--- config.mk ---
export PLATFORM = sky130hd
export DESIGN_NAME = opf_dpath
export DESIGN_NICKNAME = d
export VERILOG_FILES = /design/src/hw/rtl/outline_path_flattener_defines.svh /design/src/hw/rtl/opf_pkg.sv /design/src/hw/rtl/opf_dpath.sv
export SDC_FILE = /design/constraint.sdc
export NUM_CORES = 2
export LEC_CHECK = 0
export BUFFER_PORTS_ARGS = -buffer_cell sky130_fd_sc_hd__buf_2
export CORE_MARGIN = 2
export CORE_UTILIZATION = 35
export CTS_BUF_LIST = sky130_fd_sc_hd__clkbuf_2 sky130_fd_sc_hd__clkbuf_4 sky130_fd_sc_hd__clkbuf_8
export CTS_CLUSTER_DIAMETER = 60
export DETAILED_ROUTE_END_ITERATION = 6
export GPL_TIMING_DRIVEN = 0
export SLEW_MARGIN = 10
export SYNTH_ARGS = -nofsm -noshare
export SYNTH_HDL_FRONTEND = slang
export SYNTH_SLANG_ARGS = --single-unit
--- constraint.sdc ---
create_clock -name clk -period 11.9 [get_ports clk]
set_input_delay 2.38 -clock clk [delete_from_list [all_inputs] [get_ports clk]]
set_output_delay 2.38 -clock clk [all_outputs]
set_load 0.1 [all_outputs]
--- src/hw/rtl/outline_path_flattener_defines.svh ---
// Assertion macros for the outline path flattener.
// Used by the top level only; needs clk and rst_n in scope.
`ifndef OUTLINE_PATH_FLATTENER_DEFINES_SVH
`define OUTLINE_PATH_FLATTENER_DEFINES_SVH

// same-cycle implication
`define OPF_ASSERT_IMP(lbl, ante, cons, msg) \
  lbl: assert property (@(posedge clk) disable iff (!rst_n) (ante) |-> (cons)) \
    else $error(msg);

// next-cycle implication
`define OPF_ASSERT_NXT(lbl, ante, cons, msg) \
  lbl: assert property (@(posedge clk) disable iff (!rst_n) (ante) |=> (cons)) \
    else $error(msg);

`endif

--- src/hw/rtl/opf_pkg.sv ---
// Shared types, codes and constants of the outline path flattener.
// No dependencies.
package opf_pkg;

  localparam int unsigned MAX_STEPS_DEF = 64;
  localparam int unsigned COORD_W       = 24;
  localparam int unsigned OUTY_W        = 25;
  localparam int unsigned ASC_W         = 23;
  localparam int unsigned IN_TDATA_W    = 96;
  localparam int unsigned OUT_TDATA_W   = 56;

  localparam logic [1:0] MODE_MOVE  = 2'd0;
  localparam logic [1:0] MODE_LINE  = 2'd1;
  localparam logic [1:0] MODE_CONIC = 2'd2;
  localparam logic [1:0] MODE_CUBIC = 2'd3;

  localparam int unsigned SUM_W      = 52;
  localparam int unsigned SQRT_TOP   = 50;
  localparam int unsigned SQRT_STEPS = 26;
  localparam int unsigned PDIV_STEPS = 24;
  localparam int unsigned SEG_DIV    = 100;
  localparam int unsigned CNT_W      = 5;

  // floor(r/100) as (r * RCP_MUL) >> RCP_SH, exact for r below 100 * 1024
  localparam int unsigned RLO_W   = 17;
  localparam int unsigned RCP_W   = 18;
  localparam int unsigned RCP_SH  = 24;
  localparam int unsigned RCP_MUL = 167773;

  localparam logic [3:0] M_NONE = 4'd0;
  localparam logic [3:0] M_DX1  = 4'd1;
  localparam logic [3:0] M_DY1  = 4'd2;
  localparam logic [3:0] M_DX2  = 4'd3;
  localparam logic [3:0] M_DY2  = 4'd4;
  localparam logic [3:0] M_DEN  = 4'd5;
  localparam logic [3:0] M_CA   = 4'd6;
  localparam logic [3:0] M_CB   = 4'd7;
  localparam logic [3:0] M_CC   = 4'd8;
  localparam logic [3:0] M_AX   = 4'd9;
  localparam logic [3:0] M_BX   = 4'd10;
  localparam logic [3:0] M_CX   = 4'd11;
  localparam logic [3:0] M_AY   = 4'd12;
  localparam logic [3:0] M_BY   = 4'd13;
  localparam logic [3:0] M_CY   = 4'd14;

  typedef struct packed {
    logic       load;
    logic [3:0] mul_op;
    logic       clr_sum;
    logic       clr_num;
    logic       sqrt_init;
    logic       sqrt_step;
    logic       n_load;
    logic       k_init;
    logic       k_inc;
    logic       pdiv_init;
    logic       pdiv_step;
    logic       emit_pt;
    logic       emit_end;
  } opf_cmd_t;

  typedef struct packed {
    logic in_conic;
    logic n_lt2;
    logic k_last;
    logic out_free;
  } opf_stat_t;

endpackage

--- src/hw/rtl/opf_dpath.sv ---
// Datapath of the outline path flattener: pen point, shared multiplier,
// square root, divide by 100, per-point dividers and output register. Uses opf_pkg.
module opf_dpath import opf_pkg::*; #(
  parameter int unsigned MAX_STEPS = MAX_STEPS_DEF
) (
  input  logic                   clk,
  input  logic                   rst_n,
  input  opf_cmd_t               cmd,
  output opf_stat_t              stat,
  input  logic [1:0]             in_mode,
  input  logic [IN_TDATA_W-1:0]  in_data,
  input  logic                   cfg_we,
  input  logic [ASC_W-1:0]       cfg_data,
  output logic                   out_valid,
  input  logic                   out_ready,
  output logic [OUT_TDATA_W-1:0] out_data,
  output logic                   out_kind,
  output logic                   out_last
);

  localparam int unsigned NW      = $clog2(MAX_STEPS + 1);
  localparam int unsigned CW      = 2 * NW;
  localparam int unsigned MA      = (CW + 1 > 26) ? CW + 1 : 26;
  localparam int unsigned PW      = MA + 25;
  localparam int unsigned NUMW    = CW + 26;
  localparam int unsigned DSW     = CW + PDIV_STEPS - 1;
  localparam int unsigned SEG_LIM = SEG_DIV * MAX_STEPS;

  logic [1:0]                 mode_r;
  logic signed [COORD_W-1:0]  tox_r, toy_r, cx_r, cy_r, lastx_r, lasty_r;
  logic [ASC_W-1:0]           asc_r;
  logic signed [24:0]         dx1, dy1, dx2, dy2;
  logic signed [MA-1:0]       opa;
  logic signed [24:0]         opb;
  logic signed [PW-1:0]       prod_nxt, prod_r;
  logic [3:0]                 op_r;
  logic [SUM_W-1:0]           sum_r, sv_r, sres_r, sbit_r, strial;
  logic [RLO_W-1:0]           root_lo;
  logic [RLO_W+RCP_W-1:0]     rcp_prod;
  logic [NW-1:0]              n_r, k_r, nmk;
  logic [CW-1:0]              den_r, a_r, b_r, c_r;
  logic signed [NUMW-1:0]     numx_r, numy_r;
  logic [NUMW-1:0]            remx_r, remy_r, dsh_ext;
  logic [DSW-1:0]             dsh_r;
  logic [PDIV_STEPS-1:0]      qx_r, qy_r;
  logic                       negx_r, negy_r, gex, gey;
  logic signed [COORD_W-1:0]  px, py, selx, sely;
  logic signed [OUTY_W-1:0]   fy;
  logic                       out_valid_r;
  logic [OUT_TDATA_W-1:0]     out_data_r;
  logic                       out_kind_r, out_last_r;

  assign dx1 = 25'(tox_r) - 25'(lastx_r);
  assign dy1 = 25'(toy_r) - 25'(lasty_r);
  assign dx2 = 25'(tox_r) - 25'(cx_r);
  assign dy2 = 25'(toy_r) - 25'(cy_r);
  assign nmk = n_r - k_r;

  always_comb begin
    opa = '0;
    opb = '0;
    case (cmd.mul_op)
      M_DX1: begin opa = MA'(dx1); opb = dx1; end
      M_DY1: begin opa = MA'(dy1); opb = dy1; end
      M_DX2: begin opa = MA'(dx2); opb = dx2; end
      M_DY2: begin opa = MA'(dy2); opb = dy2; end
      M_DEN: begin opa = signed'(MA'(n_r)); opb = signed'(25'(n_r)); end
      M_CA:  begin opa = signed'(MA'(nmk)); opb = signed'(25'(nmk)); end
      M_CB:  begin opa = signed'(MA'(k_r)); opb = signed'(25'(nmk)); end
      M_CC:  begin opa = signed'(MA'(k_r)); opb = signed'(25'(k_r)); end
      M_AX:  begin opa = signed'(MA'(a_r)); opb = 25'(lastx_r); end
      M_BX:  begin opa = signed'(MA'(b_r)); opb = 25'(cx_r); end
      M_CX:  begin opa = signed'(MA'(c_r)); opb = 25'(tox_r); end
      M_AY:  begin opa = signed'(MA'(a_r)); opb = 25'(lasty_r); end
      M_BY:  begin opa = signed'(MA'(b_r)); opb = 25'(cy_r); end
      M_CY:  begin opa = signed'(MA'(c_r)); opb = 25'(toy_r); end
      default: begin opa = '0; opb = '0; end
    endcase
  end

  assign prod_nxt = opa * opb;

  assign strial   = sres_r + sbit_r;
  assign root_lo  = sres_r[RLO_W-1:0];
  assign rcp_prod = root_lo * RCP_W'(RCP_MUL);
  assign dsh_ext  = NUMW'(dsh_r);
  assign gex      = (remx_r >= dsh_ext);
  assign gey      = (remy_r >= dsh_ext);
  assign px       = negx_r ? -signed'(qx_r) : signed'(qx_r);
  assign py       = negy_r ? -signed'(qy_r) : signed'(qy_r);

  assign selx = cmd.emit_end ? tox_r : px;
  assign sely = cmd.emit_end ? toy_r : py;
  assign fy   = signed'({2'b00, asc_r}) - 25'(sely);

  assign stat.in_conic = (in_mode == MODE_CONIC);
  assign stat.n_lt2    = (n_r < NW'(2));
  assign stat.k_last   = (k_r == n_r - 1'b1);
  assign stat.out_free = !out_valid_r || out_ready;

  // control state
  always_ff @(posedge clk) begin
    if (!rst_n) begin
      lastx_r     <= '0;
      lasty_r     <= '0;
      asc_r       <= '0;
      out_valid_r <= 1'b0;
      op_r        <= M_NONE;
    end else begin
      op_r <= cmd.mul_op;
      if (cfg_we) asc_r <= cfg_data;
      if (cmd.emit_end) begin
        lastx_r <= tox_r;
        lasty_r <= toy_r;
      end
      if (cmd.emit_pt || cmd.emit_end) out_valid_r <= 1'b1;
      else if (out_ready) out_valid_r <= 1'b0;
    end
  end

  // payload
  always_ff @(posedge clk) begin
    prod_r <= prod_nxt;
    if (cmd.load) begin
      mode_r <= in_mode;
      tox_r  <= in_data[23:0];
      toy_r  <= in_data[47:24];
      cx_r   <= in_data[71:48];
      cy_r   <= in_data[95:72];
    end
    if (cmd.clr_sum) sum_r <= '0;
    else if (op_r == M_DX1 || op_r == M_DY1 || op_r == M_DX2 || op_r == M_DY2)
      sum_r <= sum_r + SUM_W'(prod_r);
    if (op_r == M_DEN) den_r <= prod_r[CW-1:0];
    if (op_r == M_CA)  a_r   <= prod_r[CW-1:0];
    if (op_r == M_CB)  b_r   <= {prod_r[CW-2:0], 1'b0};
    if (op_r == M_CC)  c_r   <= prod_r[CW-1:0];
    if (cmd.clr_num) begin
      numx_r <= '0;
      numy_r <= '0;
    end else begin
      if (op_r == M_AX || op_r == M_BX || op_r == M_CX) numx_r <= numx_r + NUMW'(prod_r);
      if (op_r == M_AY || op_r == M_BY || op_r == M_CY) numy_r <= numy_r + NUMW'(prod_r);
    end
    if (cmd.sqrt_init) begin
      sv_r   <= sum_r;
      sres_r <= '0;
      sbit_r <= SUM_W'(1) << SQRT_TOP;
    end else if (cmd.sqrt_step) begin
      if (sv_r >= strial) begin
        sv_r   <= sv_r - strial;
        sres_r <= (sres_r >> 1) + sbit_r;
      end else begin
        sres_r <= sres_r >> 1;
      end
      sbit_r <= sbit_r >> 2;
    end
    // root / 100, saturated at MAX_STEPS
    if (cmd.n_load)
      n_r <= (sres_r >= SUM_W'(SEG_LIM)) ? NW'(MAX_STEPS) : rcp_prod[RCP_SH +: NW];
    if (cmd.k_init) k_r <= NW'(1);
    else if (cmd.k_inc) k_r <= k_r + 1'b1;
    if (cmd.pdiv_init) begin
      negx_r <= numx_r[NUMW-1];
      negy_r <= numy_r[NUMW-1];
      remx_r <= numx_r[NUMW-1] ? unsigned'(-numx_r) : unsigned'(numx_r);
      remy_r <= numy_r[NUMW-1] ? unsigned'(-numy_r) : unsigned'(numy_r);
      dsh_r  <= DSW'(den_r) << (PDIV_STEPS - 1);
      qx_r   <= '0;
      qy_r   <= '0;
    end else if (cmd.pdiv_step) begin
      if (gex) remx_r <= remx_r - dsh_ext;
      if (gey) remy_r <= remy_r - dsh_ext;
      qx_r  <= {qx_r[PDIV_STEPS-2:0], gex};
      qy_r  <= {qy_r[PDIV_STEPS-2:0], gey};
      dsh_r <= dsh_r >> 1;
    end
    if (cmd.emit_pt || cmd.emit_end) begin
      out_data_r <= {7'b0, fy, selx};
      out_kind_r <= cmd.emit_end ? (mode_r != MODE_MOVE) : 1'b1;
      out_last_r <= cmd.emit_end;
    end
  end

  assign out_valid = out_valid_r;
  assign out_data  = out_data_r;
  assign out_kind  = out_kind_r;
  assign out_last  = out_last_r;

endmodule
# [Word-level counts from Yosys, hierarchy flattened]
# Cells that the tools add are included.
[word_totals] ff_bits=774 inputBits=141 out_inout_bits=63 word_cells=138
[op_classes] addsub=20 mul=2 order_cmp=5 n_eq_ne=30 mux=22 n_reduce_logical=25
[op_table] operator="$pmux W25 S13" count=1
[op_table] operator="$mux W40" count=8
[op_table] operator="$pmux W26 S10" count=1
[op_table] operator="$mux W52" count=4
[op_table] operator="$sub A24 B24 Y25" count=5
[op_table] operator="$mux W24" count=4
[op_table] operator="$add A40 B40 Y40" count=2
[op_table] operator="$ge A40 B37 Y1" count=2
[op_table] operator="$neg A40 Y40" count=2
[op_table] operator="$sub A40 B37 Y40" count=2
[op_table] operator="$mux W37" count=2
[op_table] operator="$eq A4 B4 Y1 const B" count=14
[op_table] operator="$add A51 B51 Y52" count=1
[op_table] operator="$add A52 B51 Y52" count=1
[op_table] operator="$add A52 B52 Y52" count=1
[op_table] operator="$ge A52 B13 Y1 const B" count=1
[op_table] operator="$ge A52 B52 Y1" count=1
[op_table] operator="$sub A52 B52 Y52" count=1
[op_table] operator="$mul A26 B25 Y51" count=1
[op_table] operator="$neg A24 Y24" count=2
[op_table] operator="$eq A4 B3 Y1 const B" count=8
[op_table] operator="$mul A17 B18 Y31 const B" count=1
[op_table] operator="$eq A4 B2 Y1 const B" count=4
[op_table] operator="$reduce_bool A2 Y1" count=7
[op_table] operator="other kinds (12)" count=28

# [Depth between registers and ports, before layout]
[depth] word_depth=5 mapped_depth=43 depth_no_buf=41

# [Least setup slack after synthesis]
# No wires, ideal clock.
[synth_timing] path_kind="input port to flip-flop" from="input port cmd[13] (netlist name)" to="register prod_r[48]" arrival_ns=10.589 slack_ns=1.239 stages=31 path_buffers=4 path_cell_list="clkbuf_1 > nand2_1 > nor3_1 > or2_2 > clkbuf_1 > clkbuf_1 > a222oi_1 > nand2_1 > clkbuf_1 > nand2_1 > fa_1 > inv_1 > fa_1 > fa_1 > inv_1 > fa_1 > fa_1 > fa_1 > inv_1 > fa_1 > ha_1 > nand3_1 > or4_1 > o21ai_0 > o21ai_0 > a2111oi_0 > o2111ai_1 > nand2_1 > a21boi_0 > o31ai_1 > xor2_1"
[synth_between] elab_chain_len=4 word_cells_on_any_way=22
[synth_rtl] item="from (decl)" line_no="opf_dpath.sv:8" text="input opf_cmd_t cmd,"
[synth_rtl] item="$eq A4 B3 Y1 or $eq A4 B4 Y1 (tied branches)" line_no="opf_dpath.sv:62" text="case (cmd.mul_op)"
[synth_rtl] item="$reduce_or A2 Y1 (no line)"
[synth_rtl] item="$pmux W25 S13 or $pmux W26 S10 (tied branches)" line_no="opf_dpath.sv:62"
[synth_rtl] item="$mul A26 B25 Y51 *" line_no="opf_dpath.sv:81" text="assign prod_nxt = opa * opb;"
[synth_rtl] item="net prod_nxt[48]" line_no="opf_dpath.sv:35" text="logic signed [PW-1:0] prod_nxt, prod_r;"
[synth_rtl] item="to (signal assigned)" line_no="opf_dpath.sv:123" text="prod_r <= prod_nxt;"
[synth_rtl] item="to (decl)" line_no="opf_dpath.sv:35"
# Mark *: on every way through the listed nets, which the timed path passes. The rest lies on a longest branch.
# A chain may end at the register's enable or synchronous reset.

# [Final worst setup path]
[layout_timing] from="input port cmd[11] (netlist name)" to="register prod_r[48]"
# The elaborated chain is that of the path after synthesis.

==> qor.yml <==
sta:
  tightest_slew_ns: 1.26
  fmax_mhz: 85.2
  rsz0062_at_grt: "yes"
  whs_ns: 0.477
  slew_violations: 0
  hold_viol_final: 0
  setup_violations: 0
  layout_min_cycle_time_ns: 11.74
  fin_skew_ns: 0.108
  max_slew_margin_pct: 14.0
  period_share_pct: 98.7
cts:
  clk_pin_slew_ns: 0.05
  cts.sinks: 774
  insertion_delay_ns: 0.98
  cts_tree: "done"
  max-clock-path-buffers: 3
  cts_root_buf: "clkbuf_8"
  cts-buffers-inserted: 154
  cts_max_level: 4
cells_and_area:
  syn_to_final_growth_pct: 11.5
  utilization_pct: 39.2
  drive_gt1_share_pct: 7.70
  final_nets: 11100
  finalNonFillerCells: 12600
place:
  routabilityCongestion: 0.989
  numPlacedInstances: 12300
  port_buffers: 188
  post-dp-hpwl_mm: 230
drt:
  ant_nets: 0
  route.detailed.drc: 1
  routed_via_density: 5.51
  num_vias: 69600
  drt_iter0_markers: 6658
  dr.pass1.iters: 7
  wire_per_inst_um: 22.5
  drt_wl_total_mm: 285
setup_path:
  worstSetupEndpointType: "flip-flop"
  required_ns: 12.69
  startpoint: "cmd[11]"
  cpMostUsedCell: "fa_1"
  cp.buffers_inverters: 9
  worstReg2RegStart: "toy_r[0]"
  cp_max_fo: 10
  arrival_ns: 12.54
  max_stage_delay_ns: 0.57
  crit_family: "adder cells"
  criticalPathCategory: "in2reg"
  crit_slowest_cell: "clkbuf_1"
  start_kind: "input pin"
power_and_ir_drop:
  leakagePower_uw: 0.0406
  report.power.total_uw: 22700
  ir_worst_vdd_uv: 362
  power_density_nw_per_um2: 252
synthesis:
  yosys_warnings: 0
  seq_area_frac_synth_pct: 23.6
  ys_seq_elements: 774
  synth_area_um2: 80800
  syn_area_per_cell_um2: 8.90
  ys.flop_type: "dfxtp_1"
  ys_types: 85
  synth_edf_count: 359
  synthArstFlopShare_pct: 0
  synthCells: 9075
grt:
  grt-ovfl-total: 0
  grt_util_met1_pct: 32.5
  grt.busiest_layer: "met2"
  track_usage_pct: 23.9
  grt_pass1_wl_mm: 430
  grtUsageMet3_pct: 4.29
  grt_use_met2_pct: 37.3
  antenna_found_initial: 23
  grt_pass1_vias: 69700
  grt_max_degree: 64
run_status:
  violations: "DRC"
  run_status: "finished with violations"
floorplanning:
  die_x_um: 484
  pin_count: 204
  die_h_um: 484
  start_util_pct: 35.2
  core_um2: 230000
  std_cell_rows: 176
  dieArea_um2: 235000
min_path:
  hp-class: "reg2reg"
  worst_hold_startpoint: "sum_r[21]"
job:
  cap_viol_max_count: 0
## power by group
group	leakage (uW)	switching [uW]	total (uW)	internal, uW
sequential	0.00702	762	4320	3560
combinational	0.0317	9260	15300	6000
clock	0.00184	1370	3120	1750
total	0.0406	11400	22700	11300
## per-layer routing
layer / share of wire [%] / vias up
met5: 0.040 / -
met4: 4.5 / 16
met3: 8.4 / 560
met2: 44 / 2833
met1: 43 / 34400
li1: - / 31800
## synthesized netlist by cell type, drive strengths merged, types with 32 or more instances
master	number	area share, %
nand4	70	0.54
edfxtp	359	13
nand2	1074	5.0
a21oi	570	3.5
nor2	560	2.6
xor2	212	2.3
nor2b	118	0.92
nand2b	82	0.64
a211oi	75	0.70
and2	118	0.91
a21o	222	2.1
nand3	122	0.76
buf	44	0.24
o21bai	64	0.59
o21a	67	0.62
o31ai	75	0.70
ha	711	11
a22oi	81	0.75
dfxtp	415	10
a311oi	32	0.35
o21ai	517	3.2
or3	69	0.55
a31oi	92	0.71
inv	1115	5.2
xnor2	347	3.8
and3	58	0.45
mux2i	170	2.1
fa	786	19
clkbuf	299	1.4
nor3	98	0.61
## metrics by stage
stage | setup TNS (ns) | area, um2 | setup slack (ns)
2_1_floorplan | 0 | 80800 | 1.24
3_3_place_gp | -163.20 | 85500 | -5.15
3_5_place_dp | -56.45 | 85800 | -2.97
4_1_cts | -0.0133 | 89800 | -0.0133
5_1_grt | -0.0863 | 90100 | -0.0346
6_report | 0 | 90100 | 0.156
## cell usage in the layout (no fill, tap or decap), types with 81 or more instances in the layout
cell type and instances:
mux2i_1 170, and2_1 117, nand2_1 1074, a21o_1 221
buf_2 191, fa_1 782, nor2_1 550, a22oi_1 81
nand3_1 120, clkbuf_1 226, xor2_1 210, nor3_1 90
dfxtp_1 415, xnor2_1 344, a31oi_1 89, ha_1 711
nand2b_1 81, edfxtp_1 359, o21ai_0 501, clkbuf_8 180
inv_1 1107, nor2b_1 117, a21oi_1 568
## worst min-delay path, stage by stage (launching register included)
cell	delay, ns
dfxtp_1	0.32
nand2_1	0.06
a21oi_1	0.05
## logic make-up after synthesis
family                   count (synthesis)  synth area share (%)
other                                    1               0.00464
AO/OA/AOI/OAI                         2081                  16.3
adder cells (fa/ha/maj)               1497                  30.5
buffers and inverters                 1463                  6.83
AND/OR/NAND/NOR                       2524                  14.5
multiplexers                           176                  2.19
XOR/XNOR                               559                  6.06
flip-flops                             774                  23.6
## sequential cells by signal (all words and copies together), names as in the netlist, 13 cells and up
signal / flops
tox_r: 24
qx_r: 24
qy_r: 24
toy_r: 24
lasty_r: 24
sbit_r: 26
cx_r: 24
c_r: 14
sres_r: 52
a_r: 14
remy_r: 40
den_r: 14
cy_r: 24
lastx_r: 24
sum_r: 52
prod_r: 51
asc_r: 23
out_data: 49
numy_r: 40
b_r: 13
remx_r: 40
numx_r: 40
dsh_r: 37
sv_r: 52
## path summary, 6_finish.rpt
kind                     end  slack, ns  cells after the start
hold / removal     sum_r[21]       0.48                      2
setup reg to reg  prod_r[48]       0.26                     37
setup / recovery  prod_r[48]       0.16                     33
hold reg to reg    sum_r[21]       0.48                      2
## area by class of cell
class | instances | area [um2]
inverter | 1120 | 4230
buffer | 329 | 1360
antenna | 9 | 22.5
tap | 3026 | 3790
timing repair buffer | 253 | 1580
multi-input combinational | 6844 | 56500
clock inverter | 56 | 636
fill | 23000 | 140000
clock buffer | 231 | 2860
sequential | 774 | 19100
## repair_timing
action,in CTS,in global routing
pin swaps,17,9
endpoints found under the setup margin,26,13
hold buffers,0,0
buffers inserted,34,17
gates resized for setup,83,82
(Power assumes the default switching activity.)
