$ cat config.mk
export PLATFORM = sky130hd
export DESIGN_NAME = opf_ctrl
export DESIGN_NICKNAME = d
export VERILOG_FILES = /design/src/hw/rtl/outline_path_flattener_defines.svh /design/src/hw/rtl/opf_pkg.sv /design/src/hw/rtl/opf_ctrl.sv
export SDC_FILE = /design/constraint.sdc
export NUM_CORES = 1
export LEC_CHECK = 0
export BUFFER_PORTS_ARGS = -buffer_cell sky130_fd_sc_hd__buf_4
export CORE_MARGIN = 2
export CORE_UTILIZATION = 30
export DETAILED_ROUTE_END_ITERATION = 8
export GPL_TIMING_DRIVEN = 0
export HOLD_SLACK_MARGIN = 0.15
export SYNTH_ARGS = -nofsm -noshare
export SYNTH_HDL_FRONTEND = slang
export SYNTH_SLANG_ARGS = --single-unit
$ cat constraint.sdc
create_clock -name clk -period 5.69 [get_ports clk]
set_clock_uncertainty 0.2 [all_clocks]
set_input_delay 1.138 -clock clk [delete_from_list [all_inputs] [get_ports clk]]
set_output_delay 1.138 -clock clk [all_outputs]
set_load 0.02 [all_outputs]
$ cat src/hw/rtl/outline_path_flattener_defines.svh
// Assertion macros for the outline path flattener.
// Used by the top level only; needs clk and rst_n in scope.
`ifndef OUTLINE_PATH_FLATTENER_DEFINES_SVH
`define OUTLINE_PATH_FLATTENER_DEFINES_SVH

// same-cycle implication
`define OPF_ASSERT_IMP(lbl, ante, cons, msg) \
  lbl: assert property (@(posedge clk) disable iff (!rst_n) (ante) |-> (cons)) \
    else $error(msg);

// next-cycle implication
`define OPF_ASSERT_NXT(lbl, ante, cons, msg) \
  lbl: assert property (@(posedge clk) disable iff (!rst_n) (ante) |=> (cons)) \
    else $error(msg);

`endif

$ cat src/hw/rtl/opf_pkg.sv
// Shared types, codes and constants of the outline path flattener.
// No dependencies.
package opf_pkg;

  localparam int unsigned MAX_STEPS_DEF = 64;
  localparam int unsigned COORD_W       = 24;
  localparam int unsigned OUTY_W        = 25;
  localparam int unsigned ASC_W         = 23;
  localparam int unsigned IN_TDATA_W    = 96;
  localparam int unsigned OUT_TDATA_W   = 56;

  localparam logic [1:0] MODE_MOVE  = 2'd0;
  localparam logic [1:0] MODE_LINE  = 2'd1;
  localparam logic [1:0] MODE_CONIC = 2'd2;
  localparam logic [1:0] MODE_CUBIC = 2'd3;

  localparam int unsigned SUM_W      = 52;
  localparam int unsigned SQRT_TOP   = 50;
  localparam int unsigned SQRT_STEPS = 26;
  localparam int unsigned PDIV_STEPS = 24;
  localparam int unsigned SEG_DIV    = 100;
  localparam int unsigned CNT_W      = 5;

  // floor(r/100) as (r * RCP_MUL) >> RCP_SH, exact for r below 100 * 1024
  localparam int unsigned RLO_W   = 17;
  localparam int unsigned RCP_W   = 18;
  localparam int unsigned RCP_SH  = 24;
  localparam int unsigned RCP_MUL = 167773;

  localparam logic [3:0] M_NONE = 4'd0;
  localparam logic [3:0] M_DX1  = 4'd1;
  localparam logic [3:0] M_DY1  = 4'd2;
  localparam logic [3:0] M_DX2  = 4'd3;
  localparam logic [3:0] M_DY2  = 4'd4;
  localparam logic [3:0] M_DEN  = 4'd5;
  localparam logic [3:0] M_CA   = 4'd6;
  localparam logic [3:0] M_CB   = 4'd7;
  localparam logic [3:0] M_CC   = 4'd8;
  localparam logic [3:0] M_AX   = 4'd9;
  localparam logic [3:0] M_BX   = 4'd10;
  localparam logic [3:0] M_CX   = 4'd11;
  localparam logic [3:0] M_AY   = 4'd12;
  localparam logic [3:0] M_BY   = 4'd13;
  localparam logic [3:0] M_CY   = 4'd14;

  typedef struct packed {
    logic       load;
    logic [3:0] mul_op;
    logic       clr_sum;
    logic       clr_num;
    logic       sqrt_init;
    logic       sqrt_step;
    logic       n_load;
    logic       k_init;
    logic       k_inc;
    logic       pdiv_init;
    logic       pdiv_step;
    logic       emit_pt;
    logic       emit_end;
  } opf_cmd_t;

  typedef struct packed {
    logic in_conic;
    logic n_lt2;
    logic k_last;
    logic out_free;
  } opf_stat_t;

endpackage

$ cat src/hw/rtl/opf_ctrl.sv
// Sequencer of the outline path flattener.
// Depends on opf_pkg; drives opf_dpath through opf_cmd_t.
module opf_ctrl import opf_pkg::*; (
  input  logic      clk,
  input  logic      rst_n,
  input  logic      in_valid,
  output logic      in_ready,
  input  opf_stat_t stat,
  output opf_cmd_t  cmd
);

  localparam logic [4:0] S_IDLE  = 5'd0;
  localparam logic [4:0] S_SQ    = 5'd1;
  localparam logic [4:0] S_SQW   = 5'd2;
  localparam logic [4:0] S_SQI   = 5'd3;
  localparam logic [4:0] S_SQRT  = 5'd4;
  localparam logic [4:0] S_NLD   = 5'd5;
  localparam logic [4:0] S_NCHK  = 5'd6;
  localparam logic [4:0] S_COEF  = 5'd7;
  localparam logic [4:0] S_COEFW = 5'd8;
  localparam logic [4:0] S_PROD  = 5'd9;
  localparam logic [4:0] S_PRODW = 5'd10;
  localparam logic [4:0] S_PINIT = 5'd11;
  localparam logic [4:0] S_PDIV  = 5'd12;
  localparam logic [4:0] S_PEMIT = 5'd13;
  localparam logic [4:0] S_END   = 5'd14;

  logic [4:0]       state_r, state_nxt;
  logic [CNT_W-1:0] cnt_r, cnt_nxt;

  assign in_ready = (state_r == S_IDLE);

  always_comb begin
    state_nxt = state_r;
    cnt_nxt   = cnt_r;
    cmd       = '0;
    cmd.mul_op = M_NONE;
    case (state_r)
      S_IDLE: begin
        if (in_valid) begin
          cmd.load    = 1'b1;
          cmd.clr_sum = 1'b1;
          cnt_nxt     = '0;
          state_nxt   = stat.in_conic ? S_SQ : S_END;
        end
      end
      S_SQ: begin
        case (cnt_r[1:0])
          2'd0:    cmd.mul_op = M_DX1;
          2'd1:    cmd.mul_op = M_DY1;
          2'd2:    cmd.mul_op = M_DX2;
          default: cmd.mul_op = M_DY2;
        endcase
        cnt_nxt = cnt_r + 1'b1;
        if (cnt_r == CNT_W'(3)) state_nxt = S_SQW;
      end
      S_SQW: state_nxt = S_SQI;
      S_SQI: begin
        cmd.sqrt_init = 1'b1;
        cnt_nxt       = '0;
        state_nxt     = S_SQRT;
      end
      S_SQRT: begin
        cmd.sqrt_step = 1'b1;
        cnt_nxt       = cnt_r + 1'b1;
        if (cnt_r == CNT_W'(SQRT_STEPS - 1)) state_nxt = S_NLD;
      end
      S_NLD: begin
        cmd.n_load = 1'b1;
        state_nxt  = S_NCHK;
      end
      S_NCHK: begin
        if (stat.n_lt2) begin
          state_nxt = S_END;
        end else begin
          cmd.mul_op = M_DEN;
          cmd.k_init = 1'b1;
          cnt_nxt    = '0;
          state_nxt  = S_COEF;
        end
      end
      S_COEF: begin
        case (cnt_r[1:0])
          2'd0:    cmd.mul_op = M_CA;
          2'd1:    cmd.mul_op = M_CB;
          default: cmd.mul_op = M_CC;
        endcase
        cnt_nxt = cnt_r + 1'b1;
        if (cnt_r == CNT_W'(2)) state_nxt = S_COEFW;
      end
      S_COEFW: begin
        cmd.clr_num = 1'b1;
        cnt_nxt     = '0;
        state_nxt   = S_PROD;
      end
      S_PROD: begin
        case (cnt_r[2:0])
          3'd0:    cmd.mul_op = M_AX;
          3'd1:    cmd.mul_op = M_BX;
          3'd2:    cmd.mul_op = M_CX;
          3'd3:    cmd.mul_op = M_AY;
          3'd4:    cmd.mul_op = M_BY;
          default: cmd.mul_op = M_CY;
        endcase
        cnt_nxt = cnt_r + 1'b1;
        if (cnt_r == CNT_W'(5)) state_nxt = S_PRODW;
      end
      S_PRODW: state_nxt = S_PINIT;
      S_PINIT: begin
        cmd.pdiv_init = 1'b1;
        cnt_nxt       = '0;
        state_nxt     = S_PDIV;
      end
      S_PDIV: begin
        cmd.pdiv_step = 1'b1;
        cnt_nxt       = cnt_r + 1'b1;
        if (cnt_r == CNT_W'(PDIV_STEPS - 1)) state_nxt = S_PEMIT;
      end
      S_PEMIT: begin
        if (stat.out_free) begin
          cmd.emit_pt = 1'b1;
          cnt_nxt     = '0;
          if (stat.k_last) begin
            state_nxt = S_END;
          end else begin
            cmd.k_inc = 1'b1;
            state_nxt = S_COEF;
          end
        end
      end
      S_END: begin
        if (stat.out_free) begin
          cmd.emit_end = 1'b1;
          state_nxt    = S_IDLE;
        end
      end
      default: state_nxt = S_IDLE;
    endcase
  end

  always_ff @(posedge clk) begin
    if (!rst_n) begin
      state_r <= S_IDLE;
      cnt_r   <= '0;
    end else begin
      state_r <= state_nxt;
      cnt_r   <= cnt_nxt;
    end
  end

endmodule

After elaboration in Yosys (flattened, before gate mapping)
Cells that the tools add are included.
Widths: inputs -> output; s select.
{ "op_classes": {"eq_ne": 34, "reduce_logical": 8, "addsub": 1, "muxes": 36} }
{ "ops": {"columns": ["operator", "n"], "rows": [
  ["$pmux 5 s15", 1],
  ["$mux 5", 10],
  ["$eq 5x4->1 const B", 7],
  ["$eq 5x3->1 const B", 5],
  ["$pmux 5 s5", 1],
  ["$eq 5x2->1 const B", 4],
  ["$ne 2x2->1 const B", 9],
  ["$mux 1", 16],
  ["$pmux 4 s4", 1],
  ["$pmux 3 s5", 1],
  ["$mux 4", 3],
  ["$eq 5x5->1 const B", 2],
  ["$pmux 3 s3", 1],
  ["$pmux 4 s2", 1],
  ["$reduce_and 8->1", 1],
  ["$eq 3x2->1 const B", 2],
  ["$add 5x1->5 const B", 1],
  ["$eq 5x1->1 const B", 1],
  ["$logic_not 5->1", 1],
  ["$reduce_bool 5->1", 1],
  ["$reduce_or 5->1", 1],
  ["$reduce_and 4->1", 1],
  ["$eq 3x1->1 const B", 1],
  ["$eq 3x3->1 const B", 1],
  ["other kinds (6)", 6]
]} }
{ "totals": {"output_inout_bits": 17, "word_cells": 81, "input_bits": 7, "ff_bits": 10} }

Longest topological paths before layout
Gate-level depths: netlist of the first run.
{ "depth": {"depth_word": 4, "depth_mapped": 7, "ltp_nobuf": 7} }

Worst setup path before layout of the first run
Ideal clock, no wire load.
{ "synth_path": {"path_kind": "register to output", "from": "register state_r[0]", "to": "output cmd[15] in the netlist's numbering", "required_time_ps": 4352, "t_arrival_ps": 1998, "path_stages_with_launch": 6, "setup_slack_ps": 2354, "path_buffers": 3, "path_cell_list": "dfxtp_1 > buf_2 > buf_1 > nor4_1 > and2_1 > buf_4"} }
{ "synth_lines": {"columns": ["item", "line", "rtl"], "rows": [
  ["start: declaration", "opf_ctrl.sv:28", "logic [4:0] state_r, state_nxt;"],
  ["start signal: assignment", "opf_ctrl.sv:146", "state_r <= state_nxt;"],
  ["end: declaration", "opf_ctrl.sv:9", "output opf_cmd_t cmd"]
]} }

==> flow_summary.ini, run 1 <==
[worst_setup_path]
reg2reg_setup_slack_ns = 3.36
type_of_element_capturing_the_critical_path = output port
crit_path_cell_trace = clkbuf_1, nand2_1, nor3_1, o21ai_0, nand4_1, buf_4
reg2reg_depth = 6
setup.worst_path.class = reg2out
crit_buf_inv = 2
cpPeakStageDelay_ns = 0.45
cpLargestDelayFamily = simple AND/OR/NAND/NOR gates
required_ns = 4.35
startpoint_type = register
cell_type_of_the_slowest_stage_on_the_worst_timing_path = dfxtp_1
arrival_ns = 2.09
r2r_start = cnt_r[0]
path_max_fanout = 10
critical_path.reg2reg.endpoint = state_r[3]

[placed_design]
cell_count_post_placement = 215
post-place-ws_ns = 2.54
buffer_ports.inserted = 23
gp_congestion = 0.808
dp_hpwl_mm = 2.24

[clock_tree]
clkLatencyLatePin_ns = 0.25
gates_resized_cts_repair = 0
sinks_on_clock_net = 9
clock_tree_from_tritoncts = built
postCtsHoldBufs = 0
cts-buffers-inserted = 3
htree_num_levels = 1
cts.repair_timing.setup_buffer_count = 0
max-clock-path-buffers = 2
cts_root_buf = clkbuf_4
clk_pin_slew_ns = 0.05

[finish]
finish.cell_count_without_fillers = 219
fillCellCount = 354
drive_gt1_frac = 0.225
num-nets-final = 185
syn_to_final_growth_pct = 25.5
antennaDiodeCount = 0

[worst_hold_path]
worstHoldPathType = reg2reg
worst_hold_path.num_cells = 1
hold-path-endpoint = cnt_r[4]
worst_hold_startpoint = cnt_r[4]

[timing]
final_critical_path_setup_slack_ns = 2.26
final.period_utilization = 0.603
hold_viol = 0
headroom_to_the_max_slew_limit = 0.536
fin_worst_hold_slack_ns = 0.335
setup_repair_after_global_routing_missed_its_margin = false
fin_crit_ns = 3.43
worst_slew_pin_slew_ns = 0.686
setup_viol = 0
fmax_mhz = 292
maxSlewViolCount = 0
setup_tns_ns = 0

[synthesis]
synth.ff_latch_count = 9
syn_avg_cell_area_um2 = 6.89
synth_instances = 146
ys_seq_area_frac = 0.179
synthArstFlopShare = 0
synth_enable_flop_cells = 0
yosysWarnings = 0
dominantRegCellSynth = dfxtp_1
post_synth_num_cell_types = 46
synth.net_count = 157
syn_area_mm2 = 0.00101

[run]
drv_cap = 0

[global_route]
grt_antenna_before_repair = 0
grt_pass1_vias = 1029
grt_start_max_net_pins = 11
grt.overflow.total = 0
grt_pass1_wl_mm = 4.49
gr-usage-all-layers = 0.153

[status]
run_status = complete, no violations

[power_and_ir_drop]
post-layout-total-power_w = 0.000587
p_leak_nw = 0.533
power_density_over_the_cells_mw_per_mm2 = 465
vdd.ir_drop.worst_uv = 97.0

[floorplan]
die_area_mm2 = 0.00383
placement_rows = 21
initial_core_util = 0.306
die_width_um = 61.9
num_io_pins = 24
core_area_mm2 = 0.00328
die_y_um = 61.9

[drt]
drt_iter0_drc = 108
wl_per_cell_um = 12.8
drt_first_pass_iters = 4
route.detailed.drc = 0
drt-vias-per-instance = 5.26
route.vias.total = 1152
ant_nets = 0
route.final.wire_length_mm = 2.79
[state kept, by name, summed over array words and instances, names as in the netlist]
register and flops:
state_r 4, cnt_r 5
[how the worst max path moves through the flow]
stage,from,to,slack [ns],depth (start not counted)
after detailed placement,state_r[3],cmd[11],2.54,6
after CTS,state_r[3],cmd[11],2.26,6
after global placement,state_r[3],cmd[11],2.59,6
final,state_r[3],cmd[11],2.26,6
after floorplan,state_r[0],cmd[15],2.35,5
after global routing,state_r[3],cmd[11],2.07,6
[logic make-up after synthesis]
logic type,Yosys count,synth area share
AND/OR/NAND/NOR,69,0.377
adder cells (fa/ha/maj),4,0.0498
flip-flops,9,0.179
AO/OA/AOI/OAI,46,0.318
buffers and inverters,18,0.0759
[through the flow]
step	cell area, um2	utilization
floorplan	1010	-
global placement	1240	0.376
detailed placement	1240	0.376
CTS	1260	0.384
global route	1260	0.384
finish	1260	0.384
[cells in the final DEF, fill, tap and decap left out, types with 2 or more instances in the layout]
cell type,n
nand4b_1,2
a21oi_1,7
dfxtp_1,9
clkbuf_1,4
inv_1,6
nand2_1,16
nor3_1,5
buf_4,24
o2bb2ai_1,2
buf_1,2
o21ai_1,4
a31oi_1,3
nor2_1,19
buf_2,4
nor4_1,2
and3b_1,3
and2_1,2
o31ai_1,2
o211ai_1,6
nand3_1,3
inv_2,2
clkbuf_4,3
nor2b_1,4
nand4_1,3
o21ai_0,11
ha_1,4
[cells in the mapped netlist, types with 2 or more instances]
cell type	number	area, um2
nor2_1	19	71.3
nand2_1	16	60.1
o21ai_0	11	55.1
dfxtp_1	9	180
a21oi_1	7	35.0
inv_1	6	22.5
o211ai_1	6	45.0
nor3_1	5	25.0
buf_2	4	20.0
ha_1	4	50.1
nor2b_1	4	25.0
o21ai_1	4	20.0
a31oi_1	3	18.8
and3b_1	3	26.3
clkbuf_1	3	11.3
nand3_1	3	15.0
nand4_1	3	18.8
and2_1	2	12.5
buf_1	2	7.51
inv_2	2	7.51
nand4b_1	2	17.5
nor4_1	2	12.5
o2bb2ai_1	2	17.5
o31ai_1	2	15.0
[per-layer routing]
layer,share of wire,GRT usage,up-vias
li1,-,-,596
met1,0.45,0.201,519
met2,0.50,0.272,37
met3,0.055,0.0124,0
met4,0,0.0334,0
met5,0,0,-
[final cells by class]
| class | instances | area [um2] | share of cell area |
|---|---|---|---|
| well taps | 46 | 57.6 | 0.0456 |
| repair buffers | 23 | 173 | 0.137 |
| clock buffers | 4 | 26.3 | 0.0208 |
| multi-input cells | 119 | 749 | 0.594 |
| inverters | 8 | 30.0 | 0.0238 |
| plain buffers | 10 | 46.3 | 0.0367 |
| flip-flops and latches | 9 | 180 | 0.143 |
[where the power goes]
part,internal [W],switching [W],leakage (nW),total [W]
sequential,0.0000808,0.0000206,0.0736,0.000101
clock,0.0000269,0.0000200,0.0150,0.0000469
combinational,0.000173,0.000266,0.445,0.000438
(Power assumes the default switching activity.)
==> run 2, diff against run 1 <==
- ABC_AREA: unset -> 1
- clock period: 5.69 -> 3 ns (I/O delays scaled with it)
==> flow_summary.ini, run 2 <==
[floorplan]
num_io_pins = 24
die_y_um = 62.1
core_area_mm2 = 0.00328
placement_rows = 21
initial_core_util = 0.308
die_width_um = 62.1
die_area_mm2 = 0.00385

[global_route]
grt_antenna_before_repair = 0
grt_pass1_vias = 1056
grt_pass1_wl_mm = 4.44
gr-usage-all-layers = 0.151
grt.overflow.total = 0
grt_start_max_net_pins = 11

[placed_design]
buffer_ports.inserted = 23
dp_hpwl_mm = 2.14
post-place-ws_ns = 0.753
placed_area_mm2 = 0.00124
gp_congestion = 0.809
cell_count_post_placement = 250

[timing]
setup_viol = 0
setup_repair_after_global_routing_missed_its_margin = false
fin_crit_ns = 2.50
maxSlewViolCount = 0
setup_tns_ns = 0
worst_slew_pin_slew_ns = 0.322
hold_viol = 0
final.period_utilization = 0.835
fmax_mhz = 399
headroom_to_the_max_slew_limit = 0.785
final_critical_path_setup_slack_ns = 0.496

[drt]
route.detailed.drc = 0
wl_per_cell_um = 10.1
ant_nets = 0
route.final.wire_length_mm = 2.58
drt_iter0_drc = 37
drt-vias-per-instance = 4.51
route.vias.total = 1145
drt_first_pass_iters = 4

[status]
run_status = complete, no violations

[worst_setup_path]
cell_type_of_the_slowest_stage_on_the_worst_timing_path = dfxtp_1
arrival_ns = 1.70
startpoint_type = register
cpLargestDelayFamily = simple AND/OR/NAND/NOR gates
path_max_fanout = 6
crit_buf_inv = 2
reg2reg_depth = 11
required_ns = 2.20
cpPeakStageDelay_ns = 0.42
setup.worst_path.class = reg2out
critical_path_depth = 6
type_of_element_capturing_the_critical_path = output port
crit_path_cell_trace = inv_1, ha_1, or2_2, nand2_1, nand4_1, buf_4

[finish]
antennaDiodeCount = 0
postLayoutCellArea_mm2 = 0.00127
largest_register_ff_count = 5
layout.cells.most_common = nand2_1
num-nets-final = 220
finish.cell_count_without_fillers = 254
reg.largest.list = cnt_r x5, state_r x4
syn_to_final_growth_pct = 25.3
mostFrequentLayoutCells = nand2_1, nor2_1, buf_4
largest-register = cnt_r
drive_gt1_frac = 0.240

[power_and_ir_drop]
p_leak_nw = 0.642
power_frac_clock = 0.080
power.share.combinational = 0.750
post-layout-total-power_w = 0.00110
vdd.ir_drop.worst_uv = 284
power_frac_seq = 0.170
power_density_over_the_cells_mw_per_mm2 = 867
power_report.internal_total_w = 0.000507
switching_power_w = 0.000593
p_sw_frac = 0.539

[synthesis]
synth_commonest_cells = nand2_1, nor2_1, inv_1, nand3_1, a21oi_1
post_synth_num_cell_types = 24
synthDominantAreaCellType = nand2_1
syn_area_mm2 = 0.00101
syn_avg_cell_area_um2 = 5.59
synthArstFlopShare = 0
synth_top_area_share = 0.193
synth.ff_latch_count = 9
synthMostInstantiatedCell = nand2_1
synth.net_count = 192
synth_instances = 181
synth_enable_flop_cells = 0
post_synth_main_area_contributors = nand2_1, dfxtp_1, nor2_1, inv_1, nand3_1
yosysWarnings = 0
dominantRegCellSynth = dfxtp_1
ys_seq_area_frac = 0.178

[clock_tree]
clkLatencyLatePin_ns = 0.25
cts-buffers-inserted = 3
clock_tree_from_tritoncts = built
cts.repair_timing.setup_buffer_count = 0
postCtsHoldBufs = 0
htree_num_levels = 1
clk_pin_slew_ns = 0.06
sinks_on_clock_net = 9
max-clock-path-buffers = 2
cts_root_buf = clkbuf_4
gates_resized_cts_repair = 0

[worst_hold_path]
worst_hold_path.num_cells = 2
worstHoldPathType = reg2reg

[run]
drv_cap = 0
## run 2: cell type report
type,count,area [um2]
fill,389,2020
multi-input combinational,142,699
sequential,9,180
timing repair buffer,23,173
inverter,26,97.6
tap,46,57.6
buffer,4,35.0
clock buffer,4,26.3
## run 2: logic make-up (layout without fill, tap and decap cells)
group,after synthesis,in the layout,share of synthesized area
simple gates,116,116,0.525
flops,9,9,0.178
fa+ha+maj,4,4,0.0494
compound gates,22,22,0.116
buf+inv,30,57,0.131
## run 2: worst paths after layout
path                     end  slack (ns)  startpoint
hold reg to reg     cnt_r[4]        0.32    cnt_r[4]
hold / removal      cnt_r[4]        0.32    cnt_r[4]
setup / recovery     cmd[13]        0.50    cnt_r[0]
setup reg to reg  state_r[2]        1.22    cnt_r[0]
## run 2: power by group through the flow
stage                     clock [W]  sequential (W)  combinational, W
after floorplan                   0        0.000180          0.000625
after global placement            0        0.000189          0.000821
after detailed placement          0        0.000188          0.000823
after CTS                 0.0000938        0.000186          0.000827
after global routing      0.0000978        0.000192          0.000933
final                     0.0000885        0.000187          0.000825
## run 2: worst reg2reg max path: stages, from the launching register on
cell and delay [ns]:
dfxtp_1 0.36, inv_1 0.12, ha_1 0.20, inv_1 0.06
nor2_1 0.12, nand2_1 0.06, nand2_1 0.06, nand2_1 0.08
nor2_4 0.18, nand2_2 0.09, nand2_1 0.06, a21oi_1 0.06
## run 2: metrics by stage
step | hold WS (ns) | util
floorplan | 0.278 | -
global placement | 0.305 | 0.378
detailed placement | 0.312 | 0.378
CTS | 0.322 | 0.386
global route | 0.361 | 0.386
finish | 0.318 | 0.386
## run 2: routing by layer
metal | vias to the layer above | wire, um | part of all wire | track usage
met4 | 0 | 18 | 0.0070 | 0.0638
met2 | 31 | 1090 | 0.42 | 0.238
li1 | 622 | - | - | -
met1 | 490 | 1310 | 0.51 | 0.208
met3 | 2 | 162 | 0.063 | 0.0145
met5 | - | 0 | 0 | 0
==> run 3, diff against run 2 <==
- ABC_AREA: 1 -> 0
- clock period: 3 -> 2.56 ns (I/O delays scaled with it)
==> flow_summary.ini, run 3 (synthesis gave the netlist of run 1 again) <==
[finish]
antennaDiodeCount = 0
postLayoutCellArea_mm2 = 0.00129
drive_gt1_frac = 0.277
layout.cells.most_common = buf_4
fillCellCount = 344
finish.cell_count_without_fillers = 219
mostFrequentLayoutCells = buf_4, nor2_1, nand2_1
num-nets-final = 185
reg.largest.list = cnt_r x5, state_r x4
largest_register_ff_count = 5
syn_to_final_growth_pct = 28.7
largest-register = cnt_r

[floorplan]
core_area_mm2 = 0.00328
placement_rows = 21
initial_core_util = 0.306
die_y_um = 61.9
num_io_pins = 24
die_area_mm2 = 0.00383
die_width_um = 61.9

[timing]
fin_crit_ns = 2.42
maxSlewViolCount = 0
setup_tns_ns = 0
worst_slew_pin_slew_ns = 0.620
hold_viol = 0
setup_viol = 0
final_critical_path_setup_slack_ns = 0.138
fmax_mhz = 413
headroom_to_the_max_slew_limit = 0.581
final.period_utilization = 0.946
setup_repair_after_global_routing_missed_its_margin = false

[status]
run_status = complete, no violations

[worst_setup_path]
arrival_ns = 1.71
startpoint_type = register
type_of_element_capturing_the_critical_path = output port
setup.worst_path.class = reg2out
path_max_fanout = 10
required_ns = 1.85

[clock_tree]
cts.repair_timing.setup_buffer_count = 0
postCtsHoldBufs = 0
max-clock-path-buffers = 2
cts_root_buf = clkbuf_4
sinks_on_clock_net = 9
cts-buffers-inserted = 3
clock_tree_from_tritoncts = built
clk_pin_slew_ns = 0.06
clkLatencyLatePin_ns = 0.25
htree_num_levels = 1

[run]
drv_cap = 0

[global_route]
grt_start_max_net_pins = 11
grt.overflow.total = 0
grt_antenna_before_repair = 0
busiest_layer = met2
grt_pass1_wl_mm = 4.59
grt.met2_usage = 0.250
grt_pass1_vias = 1059
met1_usage = 0.211
gr-usage-all-layers = 0.153
globalRouteMet3Util = 0.0186

[worst_hold_path]
worstHoldPathType = reg2reg

[drt]
drt-vias-per-instance = 5.34
route.final.wire_length_mm = 2.79
route.vias.total = 1170
wl_per_cell_um = 12.7
drt_first_pass_iters = 5
ant_nets = 0
drt_iter0_drc = 88
route.detailed.drc = 0

[placed_design]
placed_area_mm2 = 0.00124
buffer_ports.inserted = 23
gp_congestion = 0.838
post-place-ws_ns = 0.0306
cell_count_post_placement = 215
dp_hpwl_mm = 2.25

[power_and_ir_drop]
p_leak_nw = 0.554
vdd.ir_drop.worst_uv = 216
power_density_over_the_cells_mw_per_mm2 = 1040
-- run 3: cell count changes in the layout (fill, tap and decap cells not counted), sizes merged, moves of 4 or more --
cell / delta
clkbuf: +6
o21ai: +8
inv: -17
nand3: -13
nand2: -44
o211ai: +6
nor2: -15
nor2b: +4
a21oi: -5
-- run 3: critical path: stages (launching register included) --
cell and delay, ns:
dfxtp_2 0.36, clkbuf_4 0.20, clkbuf_4 0.22, nand2_1 0.11
nor2_1 0.17, o21ai_0 0.14, nand4_1 0.12, buf_4 0.14
-- run 3: path summary, 6_finish.rpt --
| path | start | to | slack, ns | cells past startpoint |
|---|---|---|---|---|
| worst max-delay path | state_r[0] | cmd[13] | 0.14 | 7 |
| worst min-delay path | cnt_r[4] | cnt_r[4] | 0.35 | 1 |
| worst max register to register | cnt_r[0] | state_r[3] | 0.23 | 7 |
| worst min register to register | cnt_r[4] | cnt_r[4] | 0.35 | 1 |
-- run 3: cell type report --
cell class,instances,area [um2],area share
Multi-Input combinational cell,119,767,0.592
Sequential cell,9,183,0.141
Timing Repair Buffer,23,173,0.133
Buffer,10,58.8,0.0454
Tap cell,46,57.6,0.0444
Inverter,8,30.0,0.0232
Clock buffer,4,26.3,0.0203
-- run 3: metal layers --
metal / routed length (um) / up-vias
met5: 0 / -
li1: - / 595
met1: 1300 / 538
met2: 1330 / 31
met3: 105 / 6
met4: 59 / 0
-- run 3: timing repair --
action / in CTS / in global routing
gates resized for setup: 3 / 10
pin swaps: 0 / 0
endpoints found under the setup margin: 3 / 5
-- run 3: through the flow --
step	util	hold WS, ns	power, W
finish	0.394	0.348	0.00134
global route	0.394	0.375	0.00145
CTS	0.389	0.343	0.00132
detailed placement	0.378	0.325	0.00121
global placement	0.378	0.308	0.00119
floorplan	-	0.276	0.000936
-- run 3: power by group --
group,internal (W),total [W],switching [W],leakage [nW]
clock network,0.0000599,0.000107,0.0000473,0.0150
registers,0.000182,0.000228,0.0000457,0.0742
logic,0.000407,0.00101,0.000603,0.464
total,0.000649,0.00134,0.000696,0.554
